## src/rtl/core/plst_pkg.sv

```systemverilog
`timescale 1ns / 1ps

package plst_pkg;

  // Storage bound. The list never grows past LIMIT, the most items one listing may give.
  localparam int CAPACITY = 16;
  localparam int MAX_OUT  = 16;
  localparam int LIMIT    = (CAPACITY < MAX_OUT) ? CAPACITY : MAX_OUT;
  localparam int IDX_W    = (LIMIT > 1) ? $clog2(LIMIT) : 1;
  localparam int CNT_W    = $clog2(LIMIT + 1);

  localparam int KIND_W   = 3;
  localparam int POS_W    = 5;
  localparam int DATA_W   = 32;
  localparam int LEN_W    = 5;
  localparam int STAT_W   = 2;

  localparam int S_TDATA_W = 40;
  localparam int M_TDATA_W = 40;

  typedef enum logic [KIND_W-1:0] {
    REQ_TAIL   = 3'd0,
    REQ_HEAD   = 3'd1,
    REQ_POS    = 3'd2,
    REQ_DELETE = 3'd3,
    REQ_LIST   = 3'd4
  } req_kind_e;

  typedef enum logic [STAT_W-1:0] {
    STAT_OK     = 2'd0,
    STAT_FULL   = 2'd1,
    STAT_BADPOS = 2'd2
  } status_e;

  typedef enum logic [1:0] {
    OP_HOLD,
    OP_INSERT,
    OP_DELETE,
    OP_ROTATE
  } cell_op_e;

  // Broadcast to every cell; each cell compares sel_idx with its own place.
  typedef struct packed {
    cell_op_e               op;
    logic [IDX_W-1:0]       sel_idx;
  } cell_cmd_t;

endpackage

```

## src/rtl/core/plst_cell.sv

```systemverilog
`timescale 1ns / 1ps

module plst_cell (
  input  logic                            clk_i,
  input  logic [plst_pkg::IDX_W-1:0]      idx_i,
  input  plst_pkg::cell_cmd_t             cmd_i,
  input  logic signed [plst_pkg::DATA_W-1:0] new_value_i,
  input  logic signed [plst_pkg::DATA_W-1:0] left_i,
  input  logic signed [plst_pkg::DATA_W-1:0] right_i,
  input  logic signed [plst_pkg::DATA_W-1:0] head_i,
  output logic signed [plst_pkg::DATA_W-1:0] value_o
);
  import plst_pkg::*;

  logic signed [DATA_W-1:0] value_q, value_d;

  always_comb begin
    value_d = value_q;
    unique case (cmd_i.op)
      OP_HOLD: value_d = value_q;
      OP_INSERT: begin
        if (idx_i > cmd_i.sel_idx) begin
          value_d = left_i;
        end else if (idx_i == cmd_i.sel_idx) begin
          value_d = new_value_i;
        end
      end
      OP_DELETE: begin
        if (idx_i >= cmd_i.sel_idx) begin
          value_d = right_i;
        end
      end
      OP_ROTATE: begin
        // The occupied part of the row turns by one place; the head wraps to the tail.
        if (idx_i == cmd_i.sel_idx) begin
          value_d = head_i;
        end else if (idx_i < cmd_i.sel_idx) begin
          value_d = right_i;
        end
      end
      default: value_d = value_q;
    endcase
  end

  always_ff @(posedge clk_i) begin
    value_q <= value_d;
  end

  assign value_o = value_q;

endmodule

```

## src/rtl/core/positional_list_store.sv

```systemverilog
`timescale 1ns / 1ps

// Channel  Dir  Handshake               Payload
// s_axis   in   s_axis_tvalid/tready    tdata: position, new_value; tuser: req_type
// m_axis   out  m_axis_tvalid/tready    tdata: status, entry_value, list_length;
//                                       tuser: has_entry; tlast: last_of_run
//
// Inserts and deletes shift every cell with its neighbor in parallel.
// A listing shows the entries one at a time, from the head, by turning the row of
// cells once around; the list is back in order when it ends.
// Reset clears the entry count and the output valid; cell contents are not reset.
// A stalled output holds the row; the input is taken whenever the output register is
// free or being drained and no listing is running.

module positional_list_store (
  input  logic                            clk_i,
  input  logic                            rst_ni,
  input  logic                            s_axis_tvalid,
  output logic                            s_axis_tready,
  // [4:0] position, [36:5] new_value, [39:37] zero
  input  logic [plst_pkg::S_TDATA_W-1:0]  s_axis_tdata,
  // [2:0] req_type
  input  logic [plst_pkg::KIND_W-1:0]     s_axis_tuser,
  output logic                            m_axis_tvalid,
  input  logic                            m_axis_tready,
  // [1:0] status, [33:2] entry_value, [38:34] list_length, [39] zero
  output logic [plst_pkg::M_TDATA_W-1:0]  m_axis_tdata,
  // [0] has_entry
  output logic                            m_axis_tuser,
  output logic                            m_axis_tlast
);
  import plst_pkg::*;

  typedef enum logic {
    ST_IDLE,
    ST_LIST
  } state_e;

  state_e                   state_q;
  logic [CNT_W-1:0]         count_q, count_d;
  logic [CNT_W-1:0]         list_idx_q;
  logic                     m_valid_q;
  status_e                  m_status_q;
  logic signed [DATA_W-1:0] m_entry_q;
  logic                     m_has_q;
  logic [LEN_W-1:0]         m_len_q;
  logic                     m_last_q;

  logic                     out_free;
  logic                     accept;
  req_kind_e                kind;
  logic [POS_W-1:0]         pos;
  logic signed [DATA_W-1:0] new_value;
  logic                     full;
  logic                     pos_ok;
  logic [CNT_W-1:0]         count_m1;

  cell_cmd_t                cell_cmd;
  logic                     emit;
  status_e                  res_status;
  logic signed [DATA_W-1:0] res_entry;
  logic                     res_has;
  logic                     res_last;
  logic                     start_list;

  logic signed [DATA_W-1:0] cell_val [LIMIT];

  assign out_free      = !m_valid_q || m_axis_tready;
  assign s_axis_tready = (state_q == ST_IDLE) && out_free;
  assign accept        = s_axis_tvalid && s_axis_tready;

  assign kind      = req_kind_e'(s_axis_tuser);
  assign pos       = s_axis_tdata[POS_W-1:0];
  assign new_value = s_axis_tdata[POS_W+DATA_W-1:POS_W];
  assign full      = count_q >= CNT_W'(LIMIT);
  assign pos_ok    = (pos != '0) && (8'(pos) <= 8'(count_q));
  assign count_m1  = count_q - CNT_W'(1);

  always_comb begin
    cell_cmd   = '{op: OP_HOLD, sel_idx: '0};
    count_d    = count_q;
    emit       = 1'b0;
    res_status = STAT_OK;
    res_entry  = '0;
    res_has    = 1'b0;
    res_last   = 1'b1;
    start_list = 1'b0;
    if (accept) begin
      unique case (kind)
        REQ_TAIL, REQ_HEAD, REQ_POS: begin
          emit = 1'b1;
          if (full) begin
            res_status = STAT_FULL;
          end else if (kind == REQ_TAIL) begin
            cell_cmd = '{op: OP_INSERT, sel_idx: count_q[IDX_W-1:0]};
            count_d  = count_q + CNT_W'(1);
          end else if (kind == REQ_HEAD) begin
            cell_cmd = '{op: OP_INSERT, sel_idx: '0};
            count_d  = count_q + CNT_W'(1);
          end else if (!pos_ok) begin
            res_status = STAT_BADPOS;
          end else begin
            cell_cmd = '{op: OP_INSERT, sel_idx: IDX_W'(pos - POS_W'(1))};
            count_d  = count_q + CNT_W'(1);
          end
        end
        REQ_DELETE: begin
          emit = 1'b1;
          if (!pos_ok) begin
            res_status = STAT_BADPOS;
          end else begin
            cell_cmd = '{op: OP_DELETE, sel_idx: IDX_W'(pos - POS_W'(1))};
            count_d  = count_q - CNT_W'(1);
          end
        end
        REQ_LIST: begin
          if (count_q == '0) begin
            emit = 1'b1;
          end else begin
            start_list = 1'b1;
          end
        end
        default: ;
      endcase
    end else if (state_q == ST_LIST && out_free) begin
      // Show the head cell, then turn the row so the next entry comes to the head.
      cell_cmd  = '{op: OP_ROTATE, sel_idx: count_m1[IDX_W-1:0]};
      emit      = 1'b1;
      res_entry = cell_val[0];
      res_has   = 1'b1;
      res_last  = (list_idx_q == count_m1);
    end
  end

  for (genvar g = 0; g < LIMIT; g++) begin : g_cell
    logic signed [DATA_W-1:0] left, right;
    if (g == 0) begin : g_first
      assign left = '0;
    end else begin : g_mid_l
      assign left = cell_val[g-1];
    end
    if (g == LIMIT - 1) begin : g_last
      assign right = '0;
    end else begin : g_mid_r
      assign right = cell_val[g+1];
    end
    plst_cell u_cell (
      .clk_i       (clk_i),
      .idx_i       (IDX_W'(g)),
      .cmd_i       (cell_cmd),
      .new_value_i (new_value),
      .left_i      (left),
      .right_i     (right),
      .head_i      (cell_val[0]),
      .value_o     (cell_val[g])
    );
  end

  always_ff @(posedge clk_i or negedge rst_ni) begin
    if (!rst_ni) begin
      state_q    <= ST_IDLE;
      count_q    <= '0;
      list_idx_q <= '0;
      m_valid_q  <= 1'b0;
    end else begin
      count_q <= count_d;
      if (start_list) begin
        state_q    <= ST_LIST;
        list_idx_q <= '0;
      end else if (state_q == ST_LIST && out_free) begin
        if (res_last) begin
          state_q <= ST_IDLE;
        end
        list_idx_q <= list_idx_q + CNT_W'(1);
      end
      if (emit) begin
        m_valid_q  <= 1'b1;
        m_status_q <= res_status;
        m_entry_q  <= res_entry;
        m_has_q    <= res_has;
        m_len_q    <= LEN_W'(count_d);
        m_last_q   <= res_last;
      end else if (m_axis_tready) begin
        m_valid_q <= 1'b0;
      end
    end
  end

  assign m_axis_tvalid = m_valid_q;
  assign m_axis_tdata  = {1'b0, m_len_q, m_entry_q, m_status_q};
  assign m_axis_tuser  = m_has_q;
  assign m_axis_tlast  = m_last_q;

  a_count_bound: assert property (@(posedge clk_i) disable iff (!rst_ni)
    count_q <= CNT_W'(LIMIT))
    else $error("entry count beyond capacity");

  a_list_count_stable: assert property (@(posedge clk_i) disable iff (!rst_ni)
    (state_q == ST_LIST) |=> (count_q == $past(count_q)))
    else $error("entry count changed during a listing");

  a_entry_only_ok: assert property (@(posedge clk_i) disable iff (!rst_ni)
    (m_valid_q && m_has_q) |-> (m_status_q == STAT_OK))
    else $error("listed entry with bad status");

  a_plain_is_last: assert property (@(posedge clk_i) disable iff (!rst_ni)
    (m_valid_q && !m_has_q) |-> m_last_q)
    else $error("non-listing result not marked last");

  a_list_idx_bound: assert property (@(posedge clk_i) disable iff (!rst_ni)
    (state_q == ST_LIST) |-> (list_idx_q < count_q))
    else $error("listing index past the end of the list");

endmodule

```

## config.mk

```make
export PLATFORM = sky130hd
export DESIGN_NAME = positional_list_store
export DESIGN_NICKNAME = d
export VERILOG_FILES = /design/src/rtl/core/plst_pkg.sv /design/src/rtl/core/plst_cell.sv /design/src/rtl/core/positional_list_store.sv
export SDC_FILE = /design/constraint.sdc
export NUM_CORES = 1
export LEC_CHECK = 0
export ABC_AREA = 1
export BUFFER_PORTS_ARGS = -buffer_cell sky130_fd_sc_hd__clkbuf_2
export CAP_MARGIN = 20
export CORE_ASPECT_RATIO = 0.75
export CORE_MARGIN = 4
export CORE_UTILIZATION = 45
export CTS_CLUSTER_SIZE = 24
export DETAILED_ROUTE_END_ITERATION = 6
export GPL_ROUTABILITY_DRIVEN = 0
export PLACE_DENSITY = 0.58
export REMOVE_ABC_BUFFERS = 1
export SYNTH_ARGS = -nofsm -noshare
export SYNTH_HDL_FRONTEND = slang
export SYNTH_SLANG_ARGS = --single-unit
```

## constraint.sdc

```tcl
create_clock -name clk_i -period 5.9 [get_ports clk_i]
set_input_delay 1.18 -clock clk_i [delete_from_list [all_inputs] [get_ports clk_i]]
set_output_delay 1.18 -clock clk_i [all_outputs]
set_load 0.01 [all_outputs]
```

=== Word level (Yosys, flattened, before mapping) ===
Index checks and enable logic that the tools add are counted.

* Register bits after elaboration: 565

* $add $sub $neg: 4
* $lt $le $gt $ge: 50
* Eq/ne operators: 72
* Multiplexer cells: 132
* Bitwise gates (word level): 3
* Reductions and logical operators: 35

{| class="wikitable"
|+ Operators by type and width
! operator !! number
|-
| $mux 32 || 80
|-
| $pmux 32 s3 || 16
|-
| $ne 3x1->1 const B || 31
|-
| $mux 5 || 12
|-
| $reduce_and 4->1 || 15
|-
| $ne 2x1->1 const B || 17
|-
| $eq 4x4->1 const A || 8
|-
| $ge 4x4->1 const A || 8
|-
| $gt 4x4->1 const A || 8
|-
| $lt 4x4->1 const A || 8
|-
| $mux 6 || 3
|-
| $eq 3x4->1 const A || 4
|-
| $ge 3x4->1 const A || 4
|-
| $gt 3x4->1 const A || 4
|-
| $lt 3x4->1 const A || 4
|-
| $mux 1 || 13
|-
| $pmux 6 s2 || 1
|-
| $add 5x1->5 const B || 2
|-
| $pmux 5 s2 || 1
|-
| $eq 2x4->1 const A || 2
|-
| $ge 1x4->1 const A || 2
|-
| $ge 2x4->1 const A || 2
|-
| $gt 1x4->1 const A || 2
|-
| $gt 2x4->1 const A || 2
|-
| 32 further kinds || 47
|}

=== Longest topological paths before layout ===
Gate-level depths: netlist of run 1.

* Word-level depth: 12
* Depth in mapped cells: 19
* Mapped depth without buffers: 18

=== Modules after synthesis ===
A second synthesis of run 1 with hierarchy kept.

* Cells, all modules: 6,276
* Area total of the unflattened synthesis: 42,162.9 um^2

{| class="wikitable"
|+ By module, submodules not included
! module !! times used !! cells an instance !! area an instance (um^2) !! sequential area each (um^2)
|-
| plst_cell (g_cell[15].u_cell ...) || 10 || 372 || 2,441.1 || 960.9
|-
| plst_cell (g_cell[0].u_cell ...) || 6 || 373 || 2,483.6 || 960.9
|-
| positional_list_store || 1 || 318 || 2,850.2 || 1,531.5
|}

=== Worst setup path after synthesis of run 1 ===
No wires, ideal clock.

* Path type: input-to-reg
* Start: input port s_axis_tdata[4] (netlist bit)
* End: register g_cell[8].u_cell.value_q[0] (enable)
* Setup time: 0.466 ns
* Data arrival time: 5.041 ns
* Required time: 5.434 ns
* Path slack: 0.393 ns
* Stages on the path: 14
* Path buffers: 1
* Path through: ha_1 > nand2_1 > nor2_1 > nand2_1 > nand3_1 > nand2_1 > nand2_1 > nand2_1 > nand2_1 > nand3_1 > o211ai_1 > nand2_1 > clkbuf_1 > o21ai_0

* Cells in the longest elaborated chain, start to end: 11
* Elaborated cells between the ends (all ways): 23
* Classes of those cells: order compare (4); eq/ne (7); mux (7); bitwise (1); reduce/logical (4)

{| class="wikitable"
|+ RTL lines
! item !! line !! text
|-
| start: declaration || positional_list_store.sv:21 || <nowiki>input logic [plst_pkg::S_TDATA_W-1:0] s_axis_tdata,</nowiki>
|-
| $le 5x5->1 or $reduce_bool 5->1 (tied branches) || positional_list_store.sv:76 || <nowiki>assign pos_ok = (pos != '0) && (8'(pos) <= 8'(count_q));</nowiki>
|-
| $logic_and 1x1->1 (*) || positional_list_store.sv:76 ||
|-
| $mux 5 || positional_list_store.sv:100 || <nowiki>end else if (!pos_ok) begin</nowiki>
|-
| $mux 5 || positional_list_store.sv:97 || <nowiki>end else if (kind == REQ_HEAD) begin</nowiki>
|-
| $mux 5 || positional_list_store.sv:94 || <nowiki>end else if (kind == REQ_TAIL) begin</nowiki>
|-
| $mux 5 || positional_list_store.sv:92 || <nowiki>if (full) begin</nowiki>
|-
| $pmux 6 s2 (*) || positional_list_store.sv:89 || <nowiki>unique case (kind)</nowiki>
|-
| $mux 6 (*) || positional_list_store.sv:88 || <nowiki>if (accept) begin</nowiki>
|-
| $lt 4x4->1 (tied with other cells) || plst_cell.sv:37 || <nowiki>end else if (idx_i < cmd_i.sel_idx) begin</nowiki>
|-
| $ne 3x1->1 (no line) (tied with other cells) || -- ||
|-
| $reduce_and 4->1 (no line) (*) || -- ||
|-
| end signal: assignment || plst_cell.sv:46 || <nowiki>value_q <= value_d;</nowiki>
|-
| end: declaration || plst_cell.sv:15 || <nowiki>logic signed [DATA_W-1:0] value_q, value_d;</nowiki>
|}

Mark *: on every way between the ends. The rest lies on a longest branch, timed or not.
A chain may end at the register's enable or synchronous reset.

=== Worst setup path in the final report of run 1 ===
* Start: input port s_axis_tdata[4] (netlist bit)
* End: register g_cell[8].u_cell.value_q[17] (enable)

The elaborated chain is that of the path after synthesis.

==> impl_metrics.csv, run 1 <==
group,metric,value,unit
detailed_routing,vias,33340,
timing,hold_viol,0,
synth,async_reset_ff_share,2.124,%
timing,min_period_over_period,79.67,%
grt,grt_pass1_vias,30320,
final_layout,syn_to_final_growth,11.07,%
clock_tree,clk_path_buf_depth,3,
detailed_routing,wl_per_cell,25.21,µm
hold_path,hp-class,"input pin to async pin",
critical_path,critPathMostFrequentCell,"nand2_1",
final_layout,fin_nets,4513,
final_layout,mostFrequentLayoutCells,"1,507 x nand2_1, 1,045 x nand3_1, 553 x edfxtp_1, 386 x inv_1, 201 x o21ai_0",
placed_design,dp_cells,5397,
floorplanning,core-area,0.07544,mm²
pwr,p_seq_share,32.5,%
final_layout,final_cell_area,0.03815,mm²
critical_path,crit_arrival,4.94,ns
critical_path,worst_setup_path_end_kind,"register",
floorplanning,io_pins,91,
placed_design,postPlaceCellArea,0.03591,mm²
synth,ys.flop_type,"edfxtp_1",
synth,ys_seq_elements,565,
final_layout,layout-drive-gt1-share,9.002,%
floorplanning,start_util,45.53,%
outcome,outcome,"complete, no violations",
grt,grt_max_degree,103,
critical_path,crit_buf_inv,4,
timing,worst_slew_pin_slew,1.185,ns
synth,synth_area_leader_cell,"edfxtp_1",
timing,slew_violations,0,
synth,yosysSeqAreaShare,49.22,%
detailed_routing,drt_iter0_markers,4943,
timing,finalSetupTns,0,ns
detailed_routing,post-route-drc-count,0,
timing,hold_slack,0.4582,ns
timing,rsz0062_at_grt,"no",
synth,yosysWarnings,0,
critical_path,critPathMaxFanout,33,
floorplanning,rows,87,
critical_path,cpLargestDelayFamily,"buffers and inverters",
timing,slew_headroom,20.75,%
detailed_routing,ant_nets,0,
pwr,clkPwrFrac,15.2,%
floorplanning,die_x,327.0,µm
synth,avgSynthCellArea,7.609,µm²
synth,netlist_top_cells_area,"edfxtp_1 48%, nand2_1 17%, nand3_1 15%",
critical_path,path_cells,"clkbuf_2 -> ha_1 -> nand2_1 -> nor2_1 -> nand2_1 -> nand3_1 -> nand2_1 -> nand4_1 -> nand2_1 -> nand2_1 -> nand2_1 -> nand2_2 -> buf_4 -> nand2_2 -> buf_4 -> o21ai_4 -> buf_4",
synth,ys_types,39,
timing,fin_skew,0.02705,ns
clock_tree,cts_resized,0,
final_layout,fin_cells,5533,
pwr,intPower,14.22,mW
critical_path,cp_slowest_cell,"buf_4",
synth,synth-edff-count,553,
floorplanning,die_y,247.3,µm
pwr,powerDensity,726.6,mW/mm²
grt,grt_use_total,33.62,%
grt,overflow,0,
pwr,ir_drop,723.4,µV
synth,synthCells,4514,
grt,antenna_found_initial,2,
clock_tree,path_clk_slew,0.06,ns
final_layout,antenna_cells,0,
clock_tree,clk_latency,0.63,ns
critical_path,start_kind,"input pin",
flow_run,maxCapViolations,0,
critical_path,r2r_slack,1.25,ns
final_layout,mostFrequentLayoutCell,"nand2_1",
clock_tree,cts_max_level,3,
synth,synthesis.area,0.03435,mm²
grt,grt_pass1_wl,202.4,mm
placed_design,dp_hpwl,81.81,mm
clock_tree,cts_sinks,565,
critical_path,crit_type,"input pin to register",
detailed_routing,firstDrtPassIters,6,
pwr,power_frac_comb,52.4,%
critical_path,required,6.14,ns
detailed_routing,drt-total-wl,139.5,mm
placed_design,io_buffers,86,
final_layout,fill_cells,7286,
clock_tree,post_cts_buffers,0,
pwr,swShare,48.68,%
floorplanning,dieArea,0.08085,mm²
clock_tree,cts.hold.buffers_added,0,
clock_tree,cts_tree,"built",
pwr,switchingPower,13.49,mW
timing,setup_viol,0,
critical_path,cpPeakStageDelay,0.62,ns
timing,min_period,4.701,ns
timing,fmax,212.7,MHz
clock_tree,cts_buffers,66,
clock_tree,cts_root_buf,"clkbuf_16",
pwr,p_leak,16.16,nW
synth,synth.top_cell.area_share,48.35,%
detailed_routing,via_per_inst,6.026,
## final timing paths
check | to | cells past startpoint | start
setup / recovery | g_cell[8].u_cell.value_o[17] | 17 | s_axis_tdata[4]
min in group clk_i | g_cell[14].u_cell.value_o[0] | 2 | g_cell[15].u_cell.value_o[0]
max in group asynchronous | list_idx_q[0] | 1 | rst_ni
setup reg to reg | g_cell[8].u_cell.value_o[17] | 17 | count_q[3]
hold / removal | count_q[0] | 1 | rst_ni
hold reg to reg | g_cell[14].u_cell.value_o[0] | 2 | g_cell[15].u_cell.value_o[0]
## state kept, by name (all words and copies together), names as in the netlist
signal	cells
m_entry_q	32
m_axis_tuser	1
m_len_q	5
m_status_q	2
m_axis_tvalid	1
g_cell.u_cell.value_o	512
m_axis_tlast	1
list_idx_q	5
count_q	5
state_q	1
## synth_stat cells, drive strengths merged, types with 3 or more instances
| cell type | count |
|---|---|
| o22ai | 9 |
| or2 | 3 |
| xor2 | 4 |
| clkbuf | 148 |
| nand4 | 9 |
| nor3 | 7 |
| edfxtp | 553 |
| dfrtp | 12 |
| xnor2 | 3 |
| inv | 403 |
| ha | 9 |
| clkinv | 5 |
| buf | 204 |
| nand2 | 1536 |
| o21bai | 13 |
| nand3b | 32 |
| nand3 | 1047 |
| o211ai | 24 |
| a21oi | 122 |
| nor2 | 139 |
| o21ai | 225 |
## logic make-up (layout without fill, tap and decap cells)
group | Yosys count | count (layout) | share of synthesized area, %
compound gates | 398 | 398 | 6.193
xor+xnor | 7 | 7 | 0.2004
fa+ha+maj | 9 | 9 | 0.3279
buf+inv | 760 | 756 | 9.005
flops | 565 | 565 | 49.22
other cells | 1 | 1 | 0.01092
simple gates | 2774 | 2774 | 35.04
## metal layers
metal / GRT usage (%) / vias to the layer above / share of wire, %
li1: - / 14910 / -
met1: 49.70 / 15710 / 42
met2: 48.14 / 2399 / 41
met3: 7.157 / 324 / 14
met4: 12.77 / 2 / 4.1
met5: 0 / - / 0.010
## power by group through the flow
stage          logic [mW]  registers, mW  clock network [mW]
6_report             14.5           8.99                4.20
5_1_grt              15.5           9.20                4.39
4_1_cts              14.0           8.97                4.24
3_5_place_dp         13.9           9.02                   0
3_3_place_gp         13.7           9.01                   0
2_1_floorplan        8.82           8.86                   0
## final cells by class
class                           instances  area, µm²  share of cell area (%)
Sequential cell                       565      16910                   44.32
Multi-Input combinational cell       3189      14630                   38.34
Clock buffer                           79       1732                   4.539
Timing Repair Buffer                  227       1690                   4.431
Inverter                              408       1533                   4.018
Tap cell                             1023       1280                   3.355
Clock inverter                         42      380.4                  0.9971
## per-stage QoR
stage | power, mW | util [%] | worst slack (ns)
floorplan | 17.68 | - | -6.052
global placement | 22.76 | 47.55 | 0.8098
detailed placement | 22.97 | 47.61 | 0.7434
CTS | 27.21 | 50.41 | 1.367
global route | 29.13 | 50.57 | 1.126
finish | 27.72 | 50.57 | 1.199
## worst register-to-register path, stage by stage, from the launching register on
cell and delay (ns):
dfrtp_1 0.47, inv_1 0.16, ha_1 0.30, nand2_1 0.05, nor2_1 0.15, nand2_1 0.07
nand3_1 0.07, nand2_1 0.11, nand4_1 0.12, nand2_1 0.07, nand2_1 0.05, nand2_1 0.25
nand2_2 0.54, buf_4 0.54, nand2_2 0.11, buf_4 0.36, o21ai_4 0.21, buf_4 0.62
(Power assumes the default switching activity.)
==> inputs of run 2 (changes only) <==
==> constraint.sdc (replaced) <==
create_clock -name clk_i -period 4.4 [get_ports clk_i]
set_input_delay 0.88 -clock clk_i [delete_from_list [all_inputs] [get_ports clk_i]]
set_output_delay 0.88 -clock clk_i [all_outputs]
set_load 0.01 [all_outputs]
==> run 2 against run 1 <==
Compared with the run above:
- via count rose by 1.0%
- non-clock buffer count rose by 59
- design area rose by 0.73%
- clock-buffer cell count fell by 7
- final cell count rose by 0.94%
- combinational power rose by 39%
- clock skew fell by 0.0073 ns
- the run now ends with DRC left
- first-iteration DRC count rose by 1.9%
==> impl_metrics.csv, run 2 (synthesis results as in run 1) <==
group,metric,value,unit
outcome,outcome,"finished, violations left",
outcome,violations,"DRC",
critical_path,required,4.91,ns
placed_design,place_worst_setup_slack,0.4709,ns
final_layout,mostFrequentLayoutCell,"nand2_1",
detailed_routing,drt_iter0_markers,5035,
final_layout,largest_reg_flops,512,
final_layout,fin_cells,5585,
placed_design,dp_cells,5458,
clock_tree,cts.hold.buffers_added,0,
floorplanning,die_y,247.3,µm
timing,fmax,269.6,MHz
clock_tree,cts_root_buf,"clkbuf_16",
final_layout,syn_to_final_growth,11.88,%
timing,hold_viol,0,
detailed_routing,drt-total-wl,140.4,mm
critical_path,critPathMostFrequentCell,"nand2_1",
timing,slew_violations,0,
grt,grt_pass1_vias,30660,
detailed_routing,vias,33690,
grt,grt_use_total,33.99,%
clock_tree,cts_sinks,565,
clock_tree,cts_resized,0,
critical_path,crit_type,"register to register",
clock_tree,post_cts_buffers,0,
timing,min_period_over_period,84.31,%
detailed_routing,wl_per_cell,25.14,µm
critical_path,crit_arrival,4.22,ns
placed_design,dp_hpwl,85.88,mm
floorplanning,io_pins,91,
grt,antenna_found_initial,2,
critical_path,start_kind,"register",
pwr,powerDensity,966.7,mW/mm²
critical_path,worst_setup_path_end_kind,"register",
timing,setup_viol,0,
placed_design,io_buffers,86,
critical_path,critPathMaxFanout,22,
grt,overflow,0,
clock_tree,cts_buffers,60,
floorplanning,dieArea,0.08085,mm²
timing,worst_slew_pin_slew,1.122,ns
timing,worst_slack,0.6902,ns
clock_tree,clk_latency,0.66,ns
floorplanning,start_util,45.53,%
detailed_routing,firstDrtPassIters,7,
flow_run,maxCapViolations,0,
grt,grt_max_degree,85,
grt,grt_pass1_wl,204.8,mm
pwr,ir_drop,712.6,µV
timing,rsz0062_at_grt,"no",
floorplanning,rows,87,
critical_path,cpPeakStageDelay,0.59,ns
final_layout,mostFrequentLayoutCells,"1,507 x nand2_1, 1,045 x nand3_1, 553 x edfxtp_1, 386 x inv_1, 201 x o21ai_0",
timing,fin_skew,0.01978,ns
clock_tree,cts_max_level,2,
critical_path,cp_slowest_cell,"inv_2",
hold_path,hp-class,"input pin to async pin",
pwr,p_leak,16.36,nW
detailed_routing,ant_nets,0,
detailed_routing,via_per_inst,6.032,
final_layout,layout-drive-gt1-share,9.956,%
clock_tree,cts_tree,"built",
critical_path,r2r_cells,16,
pwr,power,37.15,mW
detailed_routing,post-route-drc-count,7,
timing,slew_headroom,24.91,%
clock_tree,path_clk_slew,0.06,ns
critical_path,path_cells,"inv_1 -> ha_1 -> nand2_1 -> nor2_1 -> nand2_1 -> nand3_1 -> nand2_1 -> nand2_1 -> nand2_1 -> nand2_1 -> nand3_1 -> buf_4 -> inv_2 -> buf_4 -> nand2_1 -> nand3_1",
final_layout,fin_nets,4566,
timing,min_period,3.710,ns
clock_tree,clk_path_buf_depth,3,
floorplanning,core-area,0.07544,mm²
floorplanning,die_x,327.0,µm
-- run 2: cell count changes in the layout (fill, tap and decap cells not counted), sizes merged --
| cell | before | now |
|---|---|---|
| diode | 0 | 2 |
| buf | 141 | 200 |
| clkbuf | 165 | 158 |
| bufinv | 6 | 2 |
| inv | 407 | 404 |
| clkinv | 36 | 41 |
-- run 2: critical path: cells and delay by family, from the launching register on --
kind          cells  cell delay, ns
fa+ha+maj         1            0.31
buf+inv           4            1.57
flops             1            0.50
simple gates     11            1.17
-- run 2: power breakdown --
| part | total, mW | internal, mW | switching (mW) |
|---|---|---|---|
| Combinational | 20.1 | 5.57 | 14.5 |
| Sequential | 12.1 | 10.8 | 1.30 |
| Clock | 4.98 | 2.64 | 2.34 |
| Total | 37.1 | 19.0 | 18.2 |
-- run 2: metrics by stage --
step           instance area, µm²   TNS, ns  util (%)  hold slack (ns)
2_1_floorplan               32780  -3933.35         -           0.4984
3_3_place_gp                36430         0     48.29           0.5060
3_5_place_dp                36500         0     48.38           0.5165
4_1_cts                     38300         0     50.77           0.1007
5_1_grt                     38420         0     50.93           0.1386
6_report                    38430         0     50.94           0.1196
-- run 2: routing by layer --
metal	vias to the layer above	part of all wire [%]	routed length [µm]	track usage, %
li1	15020	-	-	-
met1	15940	42	58400	50.63
met2	2418	40	56780	48.02
met3	310	14	19520	7.550
met4	2	4.1	5717	12.82
met5	-	0.0093	13	0
-- run 2: final cells by class --
type / instances / area (µm²)
tap: 1023 / 1280
multi-input combinational: 3189 / 14630
antenna: 2 / 5.005
clock buffer: 72 / 1568
fill: 7334 / 37010
timing repair buffer: 286 / 2275
sequential: 565 / 16910
inverter: 408 / 1533
clock inverter: 40 / 234.0
-- run 2: path summary, 6_finish.rpt --
| kind | from | endpoint | slack (ns) |
|---|---|---|---|
| max | count_q[3] | g_cell[1].u_cell.value_o[4] | 0.69 |
| min | rst_ni | m_axis_tvalid | 0.12 |
| max reg2reg | count_q[3] | g_cell[1].u_cell.value_o[4] | 0.69 |
| min reg2reg | g_cell[15].u_cell.value_o[0] | g_cell[14].u_cell.value_o[0] | 0.53 |
| max in group asynchronous | rst_ni | list_idx_q[1] | 4.03 |
| min in group clk_i | g_cell[15].u_cell.value_o[0] | g_cell[14].u_cell.value_o[0] | 0.53 |
